`src/rtl/core/wfpa_pkg.sv`:
```
`default_nettype none
package wfpa_pkg;

    localparam int PartitionsDefault = 16;

    localparam int AmountWidth = 16;
    localparam int SlotWidth   = 4;

    // input command codes
    localparam logic [1:0] CMD_LOAD  = 2'd0;
    localparam logic [1:0] CMD_ALLOC = 2'd1;
    localparam logic [1:0] CMD_READ  = 2'd2;

    // result status codes
    localparam logic [1:0] STS_DONE  = 2'd0;
    localparam logic [1:0] STS_NOFIT = 2'd1;
    localparam logic [1:0] STS_FULL  = 2'd2;
    localparam logic [1:0] STS_RANGE = 2'd3;

    typedef enum logic [1:0] {
        ST_IDLE,
        ST_SCAN,
        ST_READ
    } state_t;

    typedef enum logic [3:0] {
        OP_NONE,
        OP_LOAD,
        OP_FULL,
        OP_BAD,
        OP_RANGE,
        OP_RD_ISSUE,
        OP_RD_DONE,
        OP_SCAN_START,
        OP_SCAN_STEP,
        OP_COMMIT
    } dp_op_t;

    typedef struct packed {
        dp_op_t op;
    } ctrl_t;

    typedef struct packed {
        logic out_free;
        logic table_full;
        logic slot_ok;
        logic scan_more;
        logic pending;
    } stat_t;

endpackage
`default_nettype wire

```
`src/rtl/core/worst_fit_partition_allocator_unit.sv`:
```
`default_nettype none
// channel  | direction | ports
// ---------+-----------+--------------------------------------------
// s_       | in        | s_valid s_ready s_command s_amount s_slot
// m_       | out       | m_valid m_ready m_status m_chosen m_remaining
//
// Load, bad command and out-of-range read: result registered straight from the beat.
// Read: one memory read, then the result register. Allocate: a scan, then a commit,
// paced by the one-entry-per-cycle scan through the single read port of the memory.
// Synchronous active-low reset clears the loaded count and the output valid;
// partition memory holds garbage until loaded. One item is in work at a time;
// a new beat is taken while the previous result is being drained by m_ready.
module worst_fit_partition_allocator_unit #(
    parameter int PARTITIONS = wfpa_pkg::PartitionsDefault
) (
    input  wire logic                             aclk,
    input  wire logic                             aresetn,
    input  wire logic                             s_valid,
    output logic                                  s_ready,
    input  wire logic [1:0]                       s_command,
    input  wire logic [wfpa_pkg::AmountWidth-1:0] s_amount,
    input  wire logic [wfpa_pkg::SlotWidth-1:0]   s_slot,
    output logic                                  m_valid,
    input  wire logic                             m_ready,
    output logic [1:0]                            m_status,
    output logic [wfpa_pkg::SlotWidth-1:0]        m_chosen,
    output logic [wfpa_pkg::AmountWidth-1:0]      m_remaining
);
    import wfpa_pkg::*;

    ctrl_t ctrl;
    stat_t stat;

    wfpa_ctrl u_ctrl (
        .aclk      (aclk),
        .aresetn   (aresetn),
        .s_valid   (s_valid),
        .s_ready   (s_ready),
        .s_command (s_command),
        .stat      (stat),
        .ctrl      (ctrl)
    );

    wfpa_dp #(
        .PARTITIONS (PARTITIONS)
    ) u_dp (
        .aclk        (aclk),
        .aresetn     (aresetn),
        .s_amount    (s_amount),
        .s_slot      (s_slot),
        .m_valid     (m_valid),
        .m_ready     (m_ready),
        .m_status    (m_status),
        .m_chosen    (m_chosen),
        .m_remaining (m_remaining),
        .ctrl        (ctrl),
        .stat        (stat)
    );

endmodule
`default_nettype wire

```
`src/rtl/core/wfpa_ctrl.sv`:
```
`default_nettype none
module wfpa_ctrl (
    input  wire logic              aclk,
    input  wire logic              aresetn,
    input  wire logic              s_valid,
    output logic                   s_ready,
    input  wire logic [1:0]        s_command,
    input  wire wfpa_pkg::stat_t   stat,
    output wfpa_pkg::ctrl_t        ctrl
);
    import wfpa_pkg::*;

    state_t state_reg;
    state_t state_next;
    logic   take;

    assign take = (state_reg == ST_IDLE) && s_valid && stat.out_free;

    always_ff @(posedge aclk) begin
        if (!aresetn) begin
            state_reg <= ST_IDLE;
        end else begin
            state_reg <= state_next;
        end
    end

    always_comb begin
        state_next = state_reg;
        case (state_reg)
            ST_IDLE: begin
                if (take) begin
                    if (s_command == CMD_ALLOC) begin
                        state_next = ST_SCAN;
                    end else if (s_command == CMD_READ && stat.slot_ok) begin
                        state_next = ST_READ;
                    end
                end
            end
            ST_SCAN: begin
                if (!stat.scan_more && !stat.pending) begin
                    state_next = ST_IDLE;
                end
            end
            ST_READ: begin
                state_next = ST_IDLE;
            end
            default: begin
                state_next = ST_IDLE;
            end
        endcase
    end

    always_comb begin
        s_ready = 1'b0;
        ctrl.op = OP_NONE;
        case (state_reg)
            ST_IDLE: begin
                s_ready = stat.out_free;
                if (take) begin
                    case (s_command)
                        CMD_LOAD:  ctrl.op = stat.table_full ? OP_FULL : OP_LOAD;
                        CMD_ALLOC: ctrl.op = OP_SCAN_START;
                        CMD_READ:  ctrl.op = stat.slot_ok ? OP_RD_ISSUE : OP_RANGE;
                        default:   ctrl.op = OP_BAD;
                    endcase
                end
            end
            ST_SCAN: begin
                ctrl.op = (stat.scan_more || stat.pending) ? OP_SCAN_STEP : OP_COMMIT;
            end
            ST_READ: begin
                ctrl.op = OP_RD_DONE;
            end
            default: begin
                ctrl.op = OP_NONE;
            end
        endcase
    end

endmodule
`default_nettype wire

```
`src/rtl/core/wfpa_dp.sv`:
```
`default_nettype none
module wfpa_dp #(
    parameter int PARTITIONS = wfpa_pkg::PartitionsDefault
) (
    input  wire logic                             aclk,
    input  wire logic                             aresetn,
    input  wire logic [wfpa_pkg::AmountWidth-1:0] s_amount,
    input  wire logic [wfpa_pkg::SlotWidth-1:0]   s_slot,
    output logic                                  m_valid,
    input  wire logic                             m_ready,
    output logic [1:0]                            m_status,
    output logic [wfpa_pkg::SlotWidth-1:0]        m_chosen,
    output logic [wfpa_pkg::AmountWidth-1:0]      m_remaining,
    input  wire wfpa_pkg::ctrl_t                  ctrl,
    output wfpa_pkg::stat_t                       stat
);
    import wfpa_pkg::*;

    localparam int AW = (PARTITIONS > 1) ? $clog2(PARTITIONS) : 1;
    localparam int CW = $clog2(PARTITIONS + 1);

    logic [AmountWidth-1:0] mem [PARTITIONS];
    logic [AmountWidth-1:0] rd_data_reg;
    logic [AW-1:0]          rd_addr;
    logic                   wr_en;
    logic [AW-1:0]          wr_addr;
    logic [AmountWidth-1:0] wr_data;

    logic [CW-1:0]          count_reg;
    logic [CW-1:0]          scan_idx_reg;
    logic                   pending_reg;
    logic [AW-1:0]          pend_idx_reg;
    logic                   found_reg;
    logic [AW-1:0]          best_reg;
    logic [AmountWidth-1:0] best_size_reg;
    logic [AmountWidth-1:0] req_reg;
    logic [SlotWidth-1:0]   slot_reg;

    logic                   m_valid_reg;
    logic [1:0]             status_reg;
    logic [SlotWidth-1:0]   chosen_reg;
    logic [AmountWidth-1:0] remaining_reg;

    logic [AW+SlotWidth-1:0] slot_ext;
    logic [CW+SlotWidth-1:0] count_ext;
    logic [AW+SlotWidth-1:0] best_ext;
    logic [AmountWidth-1:0]  left_size;
    logic                    better;
    logic                    out_load;

    assign slot_ext  = (AW + SlotWidth)'(s_slot);
    assign count_ext = (CW + SlotWidth)'(count_reg);
    assign best_ext  = (AW + SlotWidth)'(best_reg);
    assign left_size = best_size_reg - req_reg;
    assign better    = (rd_data_reg >= req_reg) && (!found_reg || rd_data_reg > best_size_reg);

    assign stat.out_free   = !m_valid_reg || m_ready;
    assign stat.table_full = (count_reg == CW'(PARTITIONS));
    assign stat.slot_ok    = (CW + SlotWidth)'(s_slot) < count_ext;
    assign stat.scan_more  = scan_idx_reg < count_reg;
    assign stat.pending    = pending_reg;

    assign rd_addr = (ctrl.op == OP_RD_ISSUE) ? slot_ext[AW-1:0] : scan_idx_reg[AW-1:0];

    always_comb begin
        wr_en   = 1'b0;
        wr_addr = count_reg[AW-1:0];
        wr_data = s_amount;
        if (ctrl.op == OP_LOAD) begin
            wr_en = 1'b1;
        end else if (ctrl.op == OP_COMMIT && found_reg) begin
            wr_en   = 1'b1;
            wr_addr = best_reg;
            wr_data = left_size;
        end
    end

    always_ff @(posedge aclk) begin
        if (wr_en) begin
            mem[wr_addr] <= wr_data;
        end
        rd_data_reg <= mem[rd_addr];
    end

    always_ff @(posedge aclk) begin
        if (!aresetn) begin
            count_reg   <= '0;
            pending_reg <= 1'b0;
        end else begin
            if (ctrl.op == OP_LOAD) begin
                count_reg <= count_reg + CW'(1);
            end
            if (ctrl.op == OP_SCAN_START) begin
                pending_reg <= 1'b0;
            end else if (ctrl.op == OP_SCAN_STEP) begin
                pending_reg <= stat.scan_more;
            end
        end
    end

    // scan: each read is registered into rd_data_reg and compared at the next scan step
    always_ff @(posedge aclk) begin
        case (ctrl.op)
            OP_SCAN_START: begin
                req_reg      <= s_amount;
                scan_idx_reg <= '0;
                found_reg    <= 1'b0;
            end
            OP_SCAN_STEP: begin
                if (stat.scan_more) begin
                    scan_idx_reg <= scan_idx_reg + CW'(1);
                    pend_idx_reg <= scan_idx_reg[AW-1:0];
                end
                if (pending_reg && better) begin
                    found_reg     <= 1'b1;
                    best_reg      <= pend_idx_reg;
                    best_size_reg <= rd_data_reg;
                end
            end
            OP_RD_ISSUE: begin
                slot_reg <= s_slot;
            end
            default: begin
            end
        endcase
    end

    assign out_load = (ctrl.op == OP_LOAD) || (ctrl.op == OP_FULL) || (ctrl.op == OP_BAD)
                   || (ctrl.op == OP_RANGE) || (ctrl.op == OP_RD_DONE)
                   || (ctrl.op == OP_COMMIT);

    always_ff @(posedge aclk) begin
        if (!aresetn) begin
            m_valid_reg <= 1'b0;
        end else if (out_load) begin
            m_valid_reg <= 1'b1;
        end else if (m_ready) begin
            m_valid_reg <= 1'b0;
        end
    end

    always_ff @(posedge aclk) begin
        case (ctrl.op)
            OP_LOAD: begin
                status_reg    <= STS_DONE;
                chosen_reg    <= count_ext[SlotWidth-1:0];
                remaining_reg <= s_amount;
            end
            OP_FULL: begin
                status_reg    <= STS_FULL;
                chosen_reg    <= '0;
                remaining_reg <= '0;
            end
            OP_BAD: begin
                status_reg    <= STS_RANGE;
                chosen_reg    <= '0;
                remaining_reg <= '0;
            end
            OP_RANGE: begin
                status_reg    <= STS_RANGE;
                chosen_reg    <= s_slot;
                remaining_reg <= '0;
            end
            OP_RD_DONE: begin
                status_reg    <= STS_DONE;
                chosen_reg    <= slot_reg;
                remaining_reg <= rd_data_reg;
            end
            OP_COMMIT: begin
                if (found_reg) begin
                    status_reg    <= STS_DONE;
                    chosen_reg    <= best_ext[SlotWidth-1:0];
                    remaining_reg <= left_size;
                end else begin
                    status_reg    <= STS_NOFIT;
                    chosen_reg    <= '0;
                    remaining_reg <= '0;
                end
            end
            default: begin
            end
        endcase
    end

    assign m_valid     = m_valid_reg;
    assign m_status    = status_reg;
    assign m_chosen    = chosen_reg;
    assign m_remaining = remaining_reg;

endmodule
`default_nettype wire

```
`config.mk`:
```
export PLATFORM = sky130hd
export DESIGN_NAME = worst_fit_partition_allocator_unit
export DESIGN_NICKNAME = d
export VERILOG_FILES = /design/src/rtl/core/wfpa_pkg.sv /design/src/rtl/core/worst_fit_partition_allocator_unit.sv /design/src/rtl/core/wfpa_ctrl.sv /design/src/rtl/core/wfpa_dp.sv
export SDC_FILE = /design/constraint.sdc
export NUM_CORES = 1
export LEC_CHECK = 0
export BUFFER_PORTS_ARGS = -buffer_cell sky130_fd_sc_hd__buf_2
export CAP_MARGIN = 5
export CORE_ASPECT_RATIO = 1.25
export CORE_MARGIN = 3
export CORE_UTILIZATION = 45
export CTS_BUF_LIST = sky130_fd_sc_hd__clkbuf_16
export CTS_CLUSTER_DIAMETER = 120
export CTS_CLUSTER_SIZE = 10
export DETAILED_ROUTE_END_ITERATION = 16
export HOLD_SLACK_MARGIN = 0.12
export PLACE_DENSITY = 0.65
export SLEW_MARGIN = 5
export SYNTH_ARGS = -nofsm -noshare
export SYNTH_HDL_FRONTEND = slang
export SYNTH_HIERARCHICAL = 1
export SYNTH_SLANG_ARGS = --single-unit
```
`constraint.sdc`:
```
create_clock -name aclk -period 6.8 [get_ports aclk]
set_input_delay 0.68 -clock aclk [delete_from_list [all_inputs] [get_ports aclk]]
set_output_delay 0.68 -clock aclk [all_outputs]
set_load 0.01 [all_outputs]
```
==> key figures, run 1 <==
Finish
  – Reg with most FFs: u_dp/mem
  – Layout cells sized above 1: 0.145
  – Fillers: 2,776
  – Number of nets in the layout: 1,254
  – Max reg flops: 256
  – Core Util, Final: 0.517
  – ANT cells: 0
  – Final Non-Filler Cells: 1,605
  – Area growth syn-to-layout: 12.6%

Floorplanning
  – Starting Density: 0.460
  – IO Pins: 50
  – Die width: approximately 170 um
  – Core area: 33,800 um2
  – FP Rows: 75
  – Die area: 36,800 um2
  – Die height: 214 um

STA
  – Hold WS: ~340 ps
  – Worst slew pin tran: 1290 ps
  – Max Clk Rate: 206 MHz
  – Tmin final: approximately 5000 ps
  – Fin. Hold Viols: 0
  – Unrepaired setup endpoints after global routing: no
  – Clock Skews: 23.4 ps
  – Tcrit/Tclk final: 0.714
  – Relative slew slack: 0.126
  – Setup_tns: 0 ps
  – Final-report max-slew violation count: 0
  – Final setup vio count: 0

Worst hold path
  – Hold Path Depth: 1
  – Hold_sp: s_amount[9]
  – Hold Crit Class: primary input to register
  – Hold Path Sink: u_dp/req_reg[9]

Detailed routing
  – Starting DRT DRC Count: about 870
  – Vias per cell: 5.85
  – DRT Pass-1 Iters: 5
  – DR WL/cell: roughly 22 um
  – Total Wirelength: ~35,000 um
  – ANT nets after route: 0
  – Total number of vias: 9,393
  – DR DRC count: 0

Clocking
  – Skew-Pair Late Insertion Delay: 540 ps
  – Deepest clock path buffer count: 3
  – CTS Root Cell: clkbuf_16
  – Clock transition at path regs: 60 ps
  – Cts repair resizes: 0
  – CTS sink count: roughly 350
  – H-tree Lvls: 2
  – Post-CTS Setup Bufs: 0
  – # hold bufs at CTS: 0
  – CTS Buf Count: 41
  – CTS tree: yes

Synthesis
  – Post-synthesis adder-cell area fraction: 0.0504
  – Largest family of logic cells by synthesized area: simple AND/OR/NAND/NOR gates
  – Most frequent cells after synthesis: edfxtp_1 (328), nand2_1 (146), ha_1 (61)
  – Avg Inst Size Synth: 14.2 um2
  – Post-Synthesis Cells: 1,094
  – Yosys warns: 6
  – Synth cell types: 68
  – Simple-gate share of the synthesized area: 0.103
  – EDFF count, synth: 328
  – #FFs+latches synth: ~350
  – Part of the Yosys area used for sequential elements: 0.667
  – Top FF cell, synth: edfxtp_1
  – Net Count, Synth: around 1,200
  – Yosys top cell by area: edfxtp_1
  – Multiplexer area fraction after synthesis: 0.0660
  – Area contributors post-synth: edfxtp_1 (63%), ha_1 (4.9%), mux4_2 (4.6%)
  – Most frequent cell after synthesis: edfxtp_1
  – Compound-Gate Fraction of Synth Area: 0.0779
  – Synthesized cell area: 15,500 um2
  – Asr flop ratio synth: 0
  – Area share of the largest cell type after synthesis: 0.634
  – Synth Area in XOR/XNOR: 0.00902

Power
  – Sw Share: 0.215
  – Net Sw Power: 1.00 mW
  – Clock share of power: 0.410
  – Combinational Power Share: 0.063
  – Leakage power: approximately 6.4 nW
  – Seq pwr share: 0.527
  – Worst VDD drop: 0.000144 V
  – Internal power: 3.66 mW
  – PD cells: 267 nW/um2

Worst setup path
  – Crit path largest cell delay: 1050 ps
  – Most frequent CP cell: nor2_1
  – CP required: slightly above 7000 ps
  – Arr. time, crit path: 5270 ps
  – Critical Path Fanout Max: 36
  – Critical path type: register to register
  – Reg2Reg Launch Point: u_dp/count_reg[1]
  – R2R Setup Slk: 1940 ps
  – CP Cell Sequence: inv_1 -> ha_1 -> a21o_1 -> a21o_1 -> a21oi_1 -> nor2_1 -> nor2_1 -> nor4b_1 -> o32a_1 -> and4bb_1 -> mux2_4 -> nor2_1 -> nand3_1 -> nand4_1 -> nand2_1
  – CP max-delay cell: nor2_1
  – CP Capture Type: register
  – Setup crit start kind: register
  – Reg2Reg Capture Point: u_dp/rd_data_reg[8]
  – Worst R2R Path Depth: 15

Global route
  – GRT Util Overall: 0.191
  – Remaining Overflow, GRT: 0
  – First-pass GRT wire length: 53,500 um
  – Initial antenna violation count: 0
  – Vias in the first global route: 9,437
  – Pin count of the biggest net entering global routing: 97

Placed design
  – RePlAce Congestion: 0.878
  – Inst Count DP: 1,546
  – Port Buf Inserts: 49
  – DP Wirelength: approximately 23,000 um

Run
  – MaxCap Viol Count: 0

Outcome
  – Status: completed
==> worst max-delay path, delay by kind of cell (launching register included) <==
family,cells,cell delay [ps]
fa+ha+maj,1,310
buf+inv,1,160
compound gates,4,700
simple gates,8,2510
mux,1,560
flops,1,460
==> stage by stage <==
step	setup slack, ps	power [mW]	area [um2]
2_1_floorplan	1680	2.68	15500
3_3_place_gp	1550	2.79	16300
3_5_place_dp	1790	2.79	16300
4_1_cts	1920	4.70	17500
5_1_grt	1520	4.82	17500
6_report	1940	4.66	17500
==> placed cells by master, fill, tap and decap left out, types with 6 or more instances in the layout <==
cell type / netlist / routed
edfxtp_1: 328 / 328
nand2_1: 146 / 146
inv_1: 52 / 66
ha_1: 61 / 61
buf_2: 10 / 49
nand3_1: 48 / 48
nor2_1: 49 / 46
clkbuf_16: 0 / 43
a21oi_1: 35 / 35
mux4_2: 32 / 32
dfxtp_1: 25 / 25
nand4_1: 24 / 24
buf_4: 5 / 23
mux2i_1: 21 / 20
a22oi_1: 19 / 19
o21ai_0: 18 / 18
a32oi_1: 18 / 18
a21o_1: 16 / 16
nor2b_1: 14 / 14
nand2b_1: 10 / 10
xnor2_1: 10 / 10
and2_1: 8 / 8
nor3_1: 8 / 8
a221o_1: 8 / 8
a211oi_1: 7 / 7
o21a_1: 7 / 7
xor2_1: 6 / 6
==> power groups by stage <==
stage	Sequential (mW)	Clock (mW)	Combinational [mW]
2_1_floorplan	2.51	0	0.173
3_3_place_gp	2.50	0	0.288
3_5_place_dp	2.50	0	0.293
4_1_cts	2.46	1.95	0.294
5_1_grt	2.46	2.03	0.326
6_report	2.46	1.91	0.292
==> cells by family (layout without fill, tap and decap cells) <==
kind of cell,after synthesis,in the layout
DFF,353,353
AOI/OAI and AO/OA,168,168
xor gates and xnor gates,16,16
adders and majority gates,62,62
and+or+nand+nor,336,336
muxes,60,60
buffers and inverters,99,187
==> worst max-delay path by stage <==
| stage | startpoint | to | slack [ps] | cells after the start |
|---|---|---|---|---|
| 3_5_place_dp | s_slot[1] | u_dp/rd_data_reg[4] | 1790 | 15 |
| 4_1_cts | u_dp/count_reg[1] | u_dp/rd_data_reg[8] | 1920 | 15 |
| 6_report | u_dp/count_reg[1] | u_dp/rd_data_reg[8] | 1940 | 15 |
| 2_1_floorplan | s_slot[1] | u_dp/found_reg | 1680 | 15 |
| 5_1_grt | u_dp/count_reg[1] | u_dp/rd_data_reg[7] | 1520 | 15 |
| 3_3_place_gp | s_slot[1] | u_dp/rd_data_reg[4] | 1550 | 14 |
==> per-layer routing <==
metal	routed length (um)	track usage
met2	17400	0.330
met4	1140	0.0727
met1	14200	0.246
met5	0	0
met3	1930	0.0288
==> area by class of cell <==
cell class | count | area (um2) | area share
Sequential cell | 353 | 10300 | 0.592
Multi-Input combinational cell | 642 | 4790 | 0.274
Clock buffer | 43 | 1080 | 0.0616
Tap cell | 423 | 529 | 0.0303
Timing Repair Buffer | 75 | 468 | 0.0268
Inverter | 53 | 199 | 0.0114
Clock inverter | 16 | 70.1 | 0.00401
No activity file was read; power rests on OpenSTA's default activity.
==> inputs of run 2 (changes only) <==
==> constraint.sdc (replaced) <==
create_clock -name aclk -period 5 [get_ports aclk]
set_input_delay 0.5 -clock aclk [delete_from_list [all_inputs] [get_ports aclk]]
set_output_delay 0.5 -clock aclk [all_outputs]
set_load 0.01 [all_outputs]
==> key figures, run 2 (synthesis results as in run 1) <==
Detailed routing
  – DRT Pass-1 Iters: 6
  – DR DRC count: 0
  – Met1 WL: around 14,000 um
  – Total number of vias: 9,345
  – ANT nets after route: 0
  – Met3 wire length: about 1800 um
  – Starting DRT DRC Count: 814
  – Total Wirelength: approximately 35,000 um
  – DR WL/cell: around 21 um
  – Vias per cell: about 5.7
  – DR top layer: met4
  – WL met2: 17,800 um

Clocking
  – CTS sink count: between 300 and 400
  – CTS tree: yes
  – H-tree Lvls: 2
  – # hold bufs at CTS: 0
  – CTS Root Cell: clkbuf_16
  – Deepest clock path buffer count: 3
  – Cts repair resizes: 0
  – Clock transition at path regs: 60 ps
  – CTS Buf Count: just over 40
  – Post-CTS Setup Bufs: 0
  – Skew-Pair Late Insertion Delay: about 530 ps

Global route
  – Pin count of the biggest net entering global routing: 69
  – Vias in the first global route: about 9,400
  – Initial antenna violation count: 0
  – Remaining Overflow, GRT: 0
  – First-pass GRT wire length: 53,100 um
  – GRT Util Overall: 0.191

Floorplanning
  – FP Rows: between 70 and 80
  – Die height: 214 um
  – Die area: 36,800 um2
  – Die width: around 170 um
  – Starting Density: 0.460
  – Core area: 33,800 um2
  – IO Pins: 50

STA
  – Relative slew slack: 0.431
  – Final setup vio count: 0
  – Clock Skews: 18.6 ps
  – Max Clk Rate: 234 MHz
  – Final-report max-slew violation count: 0
  – Setup_tns: 0 ps
  – Tmin final: about 4300 ps
  – Unrepaired setup endpoints after global routing: no
  – Tcrit/Tclk final: 0.856
  – Fin. Hold Viols: 0
  – Worst slew pin tran: 852 ps

Finish
  – Max reg flops: roughly 260
  – Fillers: 2,756
  – Number of nets in the layout: 1,266
  – Most common cell after layout, fill and taps aside: edfxtp_1
  – Area growth syn-to-layout: 13.4%
  – Most frequent cells in the layout: edfxtp_1 (328), nand2_1 (146), inv_1 (83), ha_1 (61)
  – Reg with most FFs: u_dp/mem
  – ANT cells: 0
  – Layout cells sized above 1: 0.149
  – Final instance area: between 15,000 and 20,000 um2

Power
  – Leakage power: 6.50 nW
  – PD cells: about 360 nW/um2
  – Worst VDD drop: 0.000241 V

Worst hold path
  – Hold Path Depth: 1
  – Hold Path Sink: u_dp/req_reg[12]
  – Hold Crit Class: primary input to register
  – Hold_sp: s_amount[12]

Worst setup path
  – Reg2Reg Launch Point: u_dp/count_reg[1]
  – R2R Setup Slk: 720 ps
  – Critical Path Fanout Max: 13
  – Worst R2R Path Depth: 15
  – Setup crit start kind: register
  – CP Capture Type: register
  – Reg2Reg Capture Point: u_dp/best_size_reg[7]
  – Critical path type: register to register
  – CP required: 5220 ps
  – Arr. time, crit path: 4500 ps

Placed design
  – RePlAce Congestion: 0.854
  – DP Wirelength: 22,500 um
  – Dpl cell area: between 15,000 and 20,000 um2
  – Port Buf Inserts: 49

Run
  – MaxCap Viol Count: 0

Outcome
  – Status: completed
==> run 2: cell types whose count changed in the layout (fill, tap and decap cells not counted), sizes merged <==
cell	before	now
inv	69	86
buf	75	87
==> run 2: report_power, final <==
part	internal [mW]	leakage [nW]	switching, mW
registers	3.31	3.18	0.0324
clock network	1.54	0.704	1.10
logic	0.148	2.61	0.258
==> run 2: worst max-delay path: stages, from the launching register on <==
cell and delay [ps]:
dfxtp_1 440, inv_1 150, ha_1 290, o21ai_0 70
nand2b_1 80, a21oi_1 70, nor2b_1 100, o21ai_0 100
a211o_1 300, o32a_1 450, nand3b_1 330, inv_2 170
o311ai_0 150, or3_1 440, a311oi_4 490, buf_4 330
==> run 2: metrics by stage <==
stage                util  hold slack (ps)  setup slack [ps]  total power [mW]  std cells
global route        0.521              162               292              6.61       1634
CTS                 0.521              154               685              6.44       1634
floorplan               -              400              33.4              3.64       1094
detailed placement  0.485              413               665              3.81       1558
finish              0.521              172               719              6.39       1634
global placement    0.485              405               706              3.80       1558
==> run 2: final cells by class <==
| type | count | area (um2) | share of cell area |
|---|---|---|---|
| Clock buffer | 43 | 1080 | 0.0611 |
| Clock inverter | 33 | 134 | 0.00760 |
| Inverter | 53 | 199 | 0.0113 |
| Multi-Input combinational cell | 642 | 4780 | 0.271 |
| Sequential cell | 353 | 10300 | 0.588 |
| Tap cell | 423 | 529 | 0.0301 |
| Timing Repair Buffer | 87 | 543 | 0.0308 |
==> run 2: metal layers <==
layer | vias to the layer above | track usage
li1 | 4374 | -
met3 | 80 | 0.0291
met5 | - | 0
met1 | 4582 | 0.236
met4 | 0 | 0.0744
met2 | 309 | 0.338
==> run 2: how the worst max path moves through the flow <==
| stage | start | to | slack, ps | cells past startpoint |
|---|---|---|---|---|
| 3_5_place_dp | s_slot[1] | u_dp/best_size_reg[9] | 670 | 15 |
| 2_1_floorplan | u_dp/count_reg[1] | u_dp/found_reg | 30 | 16 |
| 3_3_place_gp | s_slot[1] | u_dp/best_size_reg[5] | 710 | 15 |
| 5_1_grt | u_dp/count_reg[1] | u_dp/best_size_reg[6] | 290 | 15 |
| 6_report | u_dp/count_reg[1] | u_dp/best_size_reg[7] | 720 | 15 |
| 4_1_cts | u_dp/count_reg[1] | u_dp/best_size_reg[6] | 680 | 15 |
